==> src/rtl/dfrv_pkg.sv <==
package dfrv_pkg;

  localparam int NUM_REGIONS_DEF = 6;
  localparam int NUM_DIGITS_DEF  = 7;
  localparam int MAX_FRAME_DEF   = 36;
  localparam int SUM_BITS_DEF    = 16;

  localparam int WINDOW_COUNT = 6;

  localparam logic [7:0] HEAD_BYTE = 8'hAA;
  localparam logic [7:0] TAIL_BYTE = 8'h6B;

  // Item kinds carried in tuser.
  localparam logic [1:0] KIND_BYTE  = 2'd0;
  localparam logic [1:0] KIND_START = 2'd1;
  localparam logic [1:0] KIND_CLEAR = 2'd2;

  // Configuration register indexes; windows take indexes 0 to WINDOW_COUNT-1.
  localparam logic [2:0] REG_ENABLE = 3'd6;
  localparam logic [2:0] REG_ROUNDS = 3'd7;

  localparam logic [31:0] WINDOW_RESET [WINDOW_COUNT] = '{
    32'd1515895090, 32'd1515852395, 32'd1515853779,
    32'd1515894817, 32'd1515866408, 32'd1515856323
  };
  localparam logic [5:0] ENABLE_RESET = 6'd0;
  localparam logic [7:0] ROUNDS_RESET = 8'd1;

  localparam int OUT_DATA_W = 24;

  typedef enum logic [2:0] {
    ST_IDLE,
    ST_VOTE_RD,
    ST_VOTE_WR,
    ST_DEC_RD,
    ST_DEC_CMP,
    ST_OUT
  } state_t;

endpackage

==> src/rtl/dfrv_ram.sv <==
module dfrv_ram #(
  parameter int WIDTH = 16,
  parameter int DEPTH = 42
) (
  input  logic                                  clk,
  input  logic                                  we,
  input  logic [(DEPTH > 1 ? $clog2(DEPTH) : 1)-1:0] waddr,
  input  logic [WIDTH-1:0]                      wdata,
  input  logic [(DEPTH > 1 ? $clog2(DEPTH) : 1)-1:0] raddr,
  output logic [WIDTH-1:0]                      rdata
);

  logic [WIDTH-1:0] mem [DEPTH];

  always_ff @(posedge clk) begin
    if (we) begin
      mem[waddr] <= wdata;
    end
    rdata <= mem[raddr];
  end

endmodule

==> src/rtl/detection_frame_region_vote.sv <==
// Sequencing: an item that does not complete a frame is accepted in ST_IDLE and then
// offers its result beat on the next cycle. A completed frame adds a ST_VOTE_RD step per
// region plus a ST_VOTE_WR step per region hit (read, then saturating add through the sum
// memory port), and a round end adds a ST_DEC_RD step per disabled region plus a read and a
// compare step per digit of each enabled region, all on the single compare unit. One item
// is in flight at a time; s_tready is low until its result beat is taken. Reset is
// synchronous: framing, counts, decided digits and all sums read as zero.
module detection_frame_region_vote #(
  parameter int NUM_REGIONS = dfrv_pkg::NUM_REGIONS_DEF,
  parameter int NUM_DIGITS  = dfrv_pkg::NUM_DIGITS_DEF,
  parameter int MAX_FRAME   = dfrv_pkg::MAX_FRAME_DEF,
  parameter int SUM_BITS    = dfrv_pkg::SUM_BITS_DEF
) (
  input  logic        clk,
  input  logic        rst,
  input  logic        s_tvalid,
  output logic        s_tready,
  input  logic [7:0]  s_tdata,   // rx_byte
  input  logic [1:0]  s_tuser,   // kind
  output logic        m_tvalid,
  input  logic        m_tready,
  output logic [23:0] m_tdata,   // frame_taken, round_done, digit_region0 .. digit_region5
  input  logic        cfg_valid,
  output logic        cfg_ready,
  input  logic [2:0]  cfg_index,
  input  logic [31:0] cfg_data
);

  import dfrv_pkg::*;

  localparam int DEPTH  = NUM_REGIONS * NUM_DIGITS;
  localparam int ADDR_W = DEPTH > 1 ? $clog2(DEPTH) : 1;
  localparam int RIDX_W = NUM_REGIONS > 1 ? $clog2(NUM_REGIONS) : 1;
  localparam int DIG_W  = $clog2(NUM_DIGITS);
  localparam int FLEN_W = $clog2(MAX_FRAME + 1);
  localparam int SUM_W1 = SUM_BITS + 1;

  state_t state, state_next;

  logic [31:0]         window [NUM_REGIONS];
  logic [5:0]          enable_mask;
  logic [7:0]          round_packets;

  logic                in_frame;
  logic [FLEN_W-1:0]   frame_length;
  logic [7:0]          field_bytes [4];
  logic [7:0]          frames_in_round;
  logic                round_finished;
  logic [DIG_W-1:0]    region_digits [NUM_REGIONS];
  logic                frame_taken;
  logic                decide;
  logic [DEPTH-1:0]    sum_valid;

  logic [RIDX_W-1:0]   region_idx;
  logic [DIG_W-1:0]    digit_idx;
  logic [ADDR_W-1:0]   base;
  logic [ADDR_W-1:0]   addr_q;
  logic [SUM_BITS-1:0] best;
  logic [DIG_W-1:0]    best_idx;
  logic                rvalid;

  logic                ram_we;
  logic [ADDR_W-1:0]   ram_raddr;
  logic [SUM_BITS-1:0] ram_rdata;
  logic [SUM_BITS-1:0] rd_val;
  logic [SUM_W1-1:0]   sum_wide;
  logic [SUM_BITS-1:0] sum_sat;

  logic [31:0]         win;
  logic [8:0]          px, py, cx, cy, hw, hh;
  logic                in_window, digit_ok, region_en, hit;
  logic                last_region, last_digit;
  logic [ADDR_W-1:0]   vote_addr, dec_addr;

  logic [7:0]          fir_inc;
  logic                round_end;
  logic                stored;
  logic                take_frame;
  logic [FLEN_W-1:0]   fl_off;

  // Window test for the region under the sequencer; bounds are kept in 9 bits so that
  // nothing wraps at either end of the byte range.
  always_comb begin
    win       = window[region_idx];
    px        = {1'b0, field_bytes[1]};
    py        = {1'b0, field_bytes[2]};
    cx        = {1'b0, win[7:0]};
    cy        = {1'b0, win[15:8]};
    hw        = {2'b00, win[23:17]};
    hh        = {2'b00, win[31:25]};
    in_window = (px + hw >= cx) && (px <= cx + hw) && (py + hh >= cy) && (py <= cy + hh);
    digit_ok  = field_bytes[0] < 8'(NUM_DIGITS);
    region_en = enable_mask[region_idx];
    hit       = region_en && in_window && digit_ok;
    last_region = region_idx == RIDX_W'(NUM_REGIONS - 1);
    last_digit  = digit_idx == DIG_W'(NUM_DIGITS - 1);
    vote_addr = base + ADDR_W'(field_bytes[0][DIG_W-1:0]);
    dec_addr  = base + ADDR_W'(digit_idx);
    rd_val    = rvalid ? ram_rdata : '0;
    sum_wide  = {1'b0, rd_val} + SUM_W1'(field_bytes[3]);
    sum_sat   = sum_wide[SUM_BITS] ? '1 : sum_wide[SUM_BITS-1:0];
    fir_inc   = frames_in_round + 8'd1;
    round_end = fir_inc >= round_packets;
    stored    = frame_length < FLEN_W'(MAX_FRAME);
    take_frame = s_tuser == KIND_BYTE && !round_finished && in_frame &&
                 s_tdata == TAIL_BYTE && stored;
    fl_off    = frame_length - FLEN_W'(2);
  end

  always_comb begin
    state_next = state;
    case (state)
      ST_IDLE: begin
        if (s_tvalid) begin
          if (take_frame) begin
            state_next = ST_VOTE_RD;
          end else begin
            state_next = ST_OUT;
          end
        end
      end
      ST_VOTE_RD: begin
        if (hit) begin
          state_next = ST_VOTE_WR;
        end else if (last_region) begin
          state_next = decide ? ST_DEC_RD : ST_OUT;
        end
      end
      ST_VOTE_WR: begin
        if (last_region) begin
          state_next = decide ? ST_DEC_RD : ST_OUT;
        end else begin
          state_next = ST_VOTE_RD;
        end
      end
      ST_DEC_RD: begin
        if (region_en) begin
          state_next = ST_DEC_CMP;
        end else if (last_region) begin
          state_next = ST_OUT;
        end
      end
      ST_DEC_CMP: begin
        if (last_digit && last_region) begin
          state_next = ST_OUT;
        end else begin
          state_next = ST_DEC_RD;
        end
      end
      ST_OUT: begin
        if (m_tready) begin
          state_next = ST_IDLE;
        end
      end
      default: state_next = ST_IDLE;
    endcase
  end

  always_comb begin
    s_tready  = state == ST_IDLE;
    m_tvalid  = state == ST_OUT;
    cfg_ready = 1'b1;
    ram_we    = state == ST_VOTE_WR;
    ram_raddr = (state == ST_DEC_RD) ? dec_addr : vote_addr;
  end

  always_ff @(posedge clk) begin
    if (rst) begin
      state           <= ST_IDLE;
      for (int i = 0; i < NUM_REGIONS; i++) begin
        window[i] <= WINDOW_RESET[i];
      end
      enable_mask     <= ENABLE_RESET;
      round_packets   <= ROUNDS_RESET;
      in_frame        <= 1'b0;
      frame_length    <= '0;
      field_bytes     <= '{default: '0};
      frames_in_round <= '0;
      round_finished  <= 1'b0;
      region_digits   <= '{default: '0};
      frame_taken     <= 1'b0;
      decide          <= 1'b0;
      sum_valid       <= '0;
      region_idx      <= '0;
      digit_idx       <= '0;
      base            <= '0;
      best            <= '0;
      best_idx        <= '0;
    end else begin
      state <= state_next;

      if (cfg_valid) begin
        case (cfg_index)
          REG_ENABLE: enable_mask   <= cfg_data[5:0];
          REG_ROUNDS: round_packets <= cfg_data[7:0];
          default: begin
            if (int'(cfg_index) < NUM_REGIONS) begin
              window[cfg_index[RIDX_W-1:0]] <= cfg_data;
            end
          end
        endcase
      end

      case (state)
        ST_IDLE: begin
          region_idx <= '0;
          digit_idx  <= '0;
          base       <= '0;
          best       <= '0;
          best_idx   <= '0;
          if (s_tvalid) begin
            frame_taken <= take_frame;
            case (s_tuser)
              KIND_START: round_finished <= 1'b0;
              KIND_CLEAR: begin
                sum_valid     <= '0;
                region_digits <= '{default: '0};
              end
              KIND_BYTE: begin
                if (!round_finished) begin
                  if (!in_frame) begin
                    if (s_tdata == HEAD_BYTE) begin
                      in_frame     <= 1'b1;
                      frame_length <= FLEN_W'(2);
                    end
                  end else begin
                    if (stored) begin
                      if (frame_length >= FLEN_W'(2) && frame_length < FLEN_W'(6)) begin
                        field_bytes[fl_off[1:0]] <= s_tdata;
                      end
                    end
                    if (s_tdata == TAIL_BYTE) begin
                      in_frame     <= 1'b0;
                      frame_length <= '0;
                      if (stored) begin
                        decide          <= round_end;
                        frames_in_round <= round_end ? 8'd0 : fir_inc;
                      end
                    end else if (stored) begin
                      frame_length <= frame_length + FLEN_W'(1);
                    end
                  end
                end
              end
              default: ;
            endcase
          end
        end
        ST_VOTE_RD: begin
          addr_q <= vote_addr;
          if (!hit) begin
            region_idx <= last_region ? '0 : region_idx + RIDX_W'(1);
            base       <= last_region ? '0 : base + ADDR_W'(NUM_DIGITS);
          end
        end
        ST_VOTE_WR: begin
          sum_valid[addr_q] <= 1'b1;
          region_idx <= last_region ? '0 : region_idx + RIDX_W'(1);
          base       <= last_region ? '0 : base + ADDR_W'(NUM_DIGITS);
        end
        ST_DEC_RD: begin
          if (!region_en) begin
            region_idx <= region_idx + RIDX_W'(1);
            base       <= base + ADDR_W'(NUM_DIGITS);
            if (last_region) begin
              round_finished <= 1'b1;
            end
          end
        end
        ST_DEC_CMP: begin
          // Strict compare keeps the first digit that reaches the maximum.
          if (last_digit) begin
            region_digits[region_idx] <= (rd_val > best) ? digit_idx : best_idx;
            best       <= '0;
            best_idx   <= '0;
            digit_idx  <= '0;
            region_idx <= region_idx + RIDX_W'(1);
            base       <= base + ADDR_W'(NUM_DIGITS);
            if (last_region) begin
              round_finished <= 1'b1;
            end
          end else begin
            if (rd_val > best) begin
              best     <= rd_val;
              best_idx <= digit_idx;
            end
            digit_idx <= digit_idx + DIG_W'(1);
          end
        end
        default: ;
      endcase
    end
  end

  // A sum entry that has not been written since reset or a clear reads as zero.
  always_ff @(posedge clk) begin
    rvalid <= sum_valid[ram_raddr];
  end

  dfrv_ram #(
    .WIDTH (SUM_BITS),
    .DEPTH (DEPTH)
  ) u_sums (
    .clk   (clk),
    .we    (ram_we),
    .waddr (addr_q),
    .wdata (sum_sat),
    .raddr (ram_raddr),
    .rdata (ram_rdata)
  );

  assign m_tdata[0]     = frame_taken;
  assign m_tdata[1]     = round_finished;
  assign m_tdata[23:20] = 4'b0000;

  for (genvar r = 0; r < WINDOW_COUNT; r++) begin : g_digit_out
    if (r < NUM_REGIONS) begin : g_used
      logic [DIG_W+2:0] digit_ext;
      assign digit_ext = {3'b000, region_digits[r]};
      assign m_tdata[2 + 3 * r +: 3] = digit_ext[2:0];
    end else begin : g_unused
      assign m_tdata[2 + 3 * r +: 3] = 3'b000;
    end
  end

endmodule

==> config.mk <==
export PLATFORM = sky130hd
export DESIGN_NAME = detection_frame_region_vote
export DESIGN_NICKNAME = d
export VERILOG_FILES = /design/src/rtl/dfrv_pkg.sv /design/src/rtl/dfrv_ram.sv /design/src/rtl/detection_frame_region_vote.sv
export SDC_FILE = /design/constraint.sdc
export NUM_CORES = 2
export LEC_CHECK = 0
export ABC_AREA = 0
export BUFFER_PORTS_ARGS = -buffer_cell sky130_fd_sc_hd__buf_2
export CORE_AREA = 2 2 209 366
export DETAILED_ROUTE_END_ITERATION = 6
export DIE_AREA = 0 0 211 368
export HOLD_SLACK_MARGIN = 0.12
export PLACE_DENSITY = 0.79
export SYNTH_ARGS = -nofsm -noshare
export SYNTH_HDL_FRONTEND = slang
export SYNTH_SLANG_ARGS = --single-unit
export TNS_END_PERCENT = 5
==> constraint.sdc <==
create_clock -name clk -period 6.26 [get_ports clk]
set_input_delay 0.313 -clock clk [delete_from_list [all_inputs] [get_ports clk]]
set_output_delay 0.313 -clock clk [all_outputs]
set_load 0.03 [all_outputs]
* Yosys cells after proc, flatten, opt, wreduce, memory -nomap -nowiden *
Memories as Yosys holds them, arrays and structs flattened. A register that Yosys moved wholly into a read port is not among the register bits.
Index checks and enable logic that the tools add are counted.

storage, ports and cells
  word-level logic and storage cells = 207
  bits in registers = 165
  memories kept = 2
  RAM bits = 864
  output and inout bits = 27
  input bits = 50

operators by class
  reduce and logical (&&, ||, !) cells = 38
  bitwise logic cells = 5
  $lt $le $gt $ge = 19
  equality and inequality tests = 24
  $add $sub $neg = 13
  mux-type cells = 79

memory list
  memory      words  bits a word  read ports  clocked after Yosys merged registers in  wr ports  line                               text
  u_sums.mem  42     16           1           1                                        1         dfrv_ram.sv:13                     logic [WIDTH-1:0] mem [DEPTH];
  window      6      32           1           1                                        6         detection_frame_region_vote.sv:40  logic [31:0] window [NUM_REGIONS];

operator list
  kind                                                          count
  42-bit two-way mux                                            2
  42-bit one-hot mux with 2 select lines                        1
  16-bit two-way mux                                            4
  3-bit two-way mux                                             21
  18-bit two-way mux                                            3
  6-bit two-way mux                                             9
  42-bit bitwise OR                                             1
  8-bit by 7-bit adder with 9-bit output                        4
  18-bit one-hot mux with 2 select lines                        1
  32-bit bitwise mux                                            1
  32-bit two-way mux                                            1
  16-bit one-hot mux with 2 select lines                        1
  32-bit OR reduction                                           1
  6-bit one-hot mux with 5 select lines                         1
  1-bit two-way mux                                             21
  18-bit bitwise mux                                            1
  3-bit == test (second input constant)                         6
  9-bit by 8-bit greater-or-equal comparator with 1-bit output  2
  8-bit by 9-bit <= comparator with 1-bit output                2
  3-bit one-hot mux with 6 select lines                         1
  16-bit by 8-bit adder with 17-bit output                      1
  8-bit demux with 2-bit select                                 1
  16-bit > comparator                                           1
  8-bit two-way mux                                             2
  53 further kinds                                              89

* Logic depth before layout (Yosys ltp) *
  word-level depth = 11
  depth in mapped cells = 23

* Hierarchy *
A second synthesis with hierarchy kept.

second synthesis, totals
  cells, all modules = 3247
  area total of the unflattened synthesis = 47434.2 um^2

modules (own cells, without submodules)
  module                       area each (um^2)  cells each  times used
  dfrv_ram                     26870.8           1395        1
  detection_frame_region_vote  20563.5           1852        1

* Worst setup path after synthesis *
Ideal clock, no wire load.

  path type = register to register
  from = register with a tool-made name
  to = register with a tool-made name
  setup time = 0.104 ns
  path buffers = 3
  period minus slack after synthesis = 5.710 ns
  setup slack = 0.550 ns
  cell stages (with the launch flop) = 22
  arrival = 5.606 ns
  cells stage by stage = dfxtp_1 clkbuf_1 buf_1 buf_1 mux4_2 mux2_2 ha_1 fa_1 a21oi_1 a2bb2oi_1 nand2b_1 a21oi_1 xor2_1 ha_1 a211oi_1 o211ai_1 o211ai_1 o211ai_1 and4b_4 o31ai_4 o21a_1 o32ai_1

==> flow_summary.toml <==
[logic_synthesis]
yosys_warnings = 0
ys_ff_latch = 1096
netlist_area_um2 = 46690
synth_cell_type_count = 73
async_reset_ff_share_pct = 0
synthFlopType = "edfxtp_1"
avgSynthCellArea_um2 = 15.09
yosysSeqAreaShare_pct = 66.68
syn_inst = 3093
synth_edf_count = 918

[critical_path]
rr_worst_depth = 19
end_kind = "register"
cp-start-kind = "register"
arrival_ps = 6220
critPathSlowestCell = "mux2i_1"
critPathMaxFanout = 13
required_ps = 6830
path_cells = "buf_4 > buf_4 > mux4_2 > mux2i_1 > inv_1 > ha_1 > a211o_1 > o211ai_1 > a21oi_1 > nor2_1 > xor2_1 > ha_1 > a2111oi_0 > o21ai_0 > o211ai_1 > and4b_4 > o31ai_4 > o21a_1 > o32ai_1"
cpPeakStageDelay_ps = 630
r2r_slack_ps = 610
critPathKind = "reg2reg"

[detailed_routing]
drcViolationCount = 0
drtAntennaViolNets = 0
wl_per_cell_um = 27.75
wirelength_mm = 119.6
drt_pass1_iterations = 6
avgViaCountPerCell = 6.429
num_vias = 27700
drt_iter0_drc = 2847

[grt]
gr-total-overflow = 0
grt_pass1_vias = 28930
antenna_found_initial = 1
grtUsageTotal_pct = 31.30
grt_start_max_net_pins = 85
grt_pass1_wl_mm = 176.2

[cells_and_area]
utilization_pct = 70.03
final_common_cell = "edfxtp_1"
finalInstanceArea_um2 = 52320
fin_nets = 3450
layout_common_cells = "edfxtp_1, nand2_1, nor2_1"
finalNonFillerCells = 4309
drive_above_1_share_pct = 18.38
syn_to_final_growth_pct = 12.08

[clocking]
cts-resized-gates = 0
path_clk_slew_ps = 70
cts.hold.buffers_added = 41
cts_tree = "yes"
post-cts-setup-buffer-count = 0
cts-buffers-inserted = 93
cts_sinks = 1096
cts_root_buffer = "clkbuf_16"
htreeDepth = 3
clk_latency_ps = 700
clockBufferDepth = 3

[sta]
setup_viol = 0
max_freq_mhz = 177.0
finalHoldViolCount = 0
final.setup_skew_ps = 28.48
period_share_pct = 90.26
rsz0062_at_grt = "no"
setup_slack_ps = 610.0
maxSlewHeadroom_pct = 14.82
fin_setup_tns_ps = 0
period_minus_slack_ps = 5650
finalMaxSlewViolations = 0
holdWs_ps = 152.5
worstMarginPinSlew_ps = 1276

[status]
status = "complete, no violations"

[min_path]
min_path_cells = 4
min_path_type = "in2reg"
hold_start = "m_tready"
min_to = "state[0]"

[floorplanning]
initial_core_util_pct = 62.48
die_h_um = 368
rows = 133
design.core.area_um2 = 74720
die_area_um2 = 77650
die_x_um = 211
boundaryPins = 77

[place]
place_congestion = 1.026
dp_hpwl_mm = 79.06
place_area_um2 = 48630
portBuffers = 69
place_worst_setup_slack_ps = 758.0
dp.cells = 4095

[power]
leakage_nw = 18.87
swShare_pct = 31.15
powerDensity_nw_per_um2 = 390.6
seqPwrFrac_pct = 41.6
clockPowerShare_pct = 30.0
p_int_mw = 14.07
p_switching_mw = 6.366
ir_worst_vdd_v = 0.0003194
fin_total_pwr_mw = 20.44
p_comb_share_pct = 28.4

[flow_run]
maxCapViolCount = 0
[power by group through the flow]
stage	logic, mW	registers, mW	clock network, mW
after floorplan	4.09	8.53	0
after detailed placement	5.68	8.66	0
final	5.80	8.50	6.13
after global placement	5.53	8.64	0
after global routing	6.19	8.52	6.45
after CTS	5.76	8.50	6.19
[cell usage after synthesis (all sizes together) (5+ instances only)]
master	n	share of area [%]
a211o	5	0.094
a211oi	15	0.24
a21o	17	0.27
a21oi	127	1.4
a221oi	9	0.18
a22o	6	0.11
a31oi	8	0.11
and2	34	0.46
and3	8	0.11
buf	55	0.61
clkbuf	91	0.73
dfxtp	178	7.6
edfxtp	918	59
fa	7	0.30
ha	106	2.8
inv	113	0.91
mux2	34	0.82
mux2i	112	2.5
mux4	231	11
nand2	345	2.8
nand2b	16	0.21
nand3	73	0.78
nand4	17	0.23
nor2	287	2.3
nor2b	10	0.13
nor3	32	0.34
o211ai	7	0.11
o21a	14	0.23
o21ai	62	0.66
o21bai	10	0.16
o221ai	7	0.13
o31ai	5	0.11
o32ai	5	0.094
or2	6	0.080
or3	19	0.25
xnor2	34	0.64
xor2	17	0.32
[routing by layer]
layer	vias up	GRT usage (%)	routed length (um)
met2	1448	55.91	63070
met4	0	25.12	10820
met5	-	0	0
met1	13790	32.16	37680
li1	12030	-	-
met3	437	4.998	7995
[critical path, delay by kind of cell (launching register included)]
| kind | cells | cell delay [ps] |
|---|---|---|
| AOI/OAI and AO/OA | 9 | 1990 |
| muxes | 2 | 1180 |
| xor gates and xnor gates | 1 | 160 |
| DFF | 1 | 360 |
| adders and majority gates | 2 | 530 |
| buffers and inverters | 3 | 760 |
| and+or+nand+nor | 2 | 520 |
[flip-flops by register name (all words and copies together) (netlist names), 8 cells and up, named ones only]
name and flops:
frames_in_round 8, sum_valid 42, best 16, round_packets 8, field_bytes 32, u_sums.rdata 16, u_sums.mem 672, m_tdata 18
window 240
[worst max-delay path by stage]
| stage | cells after the start | slack [ps] | end |
|---|---|---|---|
| 3_3_place_gp | 19 | 860 | register |
| 2_1_floorplan | 21 | 550 | register |
| 3_5_place_dp | 19 | 760 | register |
| 6_report | 19 | 610 | register |
| 5_1_grt | 21 | 420 | base[3] |
| 4_1_cts | 19 | 670 | register |
[final cells by class]
type                       count  area [um^2]
sequential                  1096        31140
fill                        4712        22390
tap                          945         1182
timing repair buffer         182         1391
antenna                        1        2.502
multi-input combinational   1801        14940
clock inverter                58        728.2
inverter                     113        424.2
clock buffer                 113         2516
[cells by family (layout without fill, tap and decap cells)]
| group | Yosys count | after routing | share of synthesized area (%) |
|---|---|---|---|
| other cells | 2 | 66 | 0.01609 |
| fa+ha+maj | 113 | 113 | 3.141 |
| buf+inv | 259 | 466 | 2.249 |
| flops | 1096 | 1096 | 66.68 |
| mux | 377 | 377 | 14.44 |
| xor+xnor | 51 | 51 | 0.9568 |
| compound gates | 323 | 323 | 4.382 |
| simple gates | 872 | 872 | 8.134 |
Power figures use the tool's default switching activity.
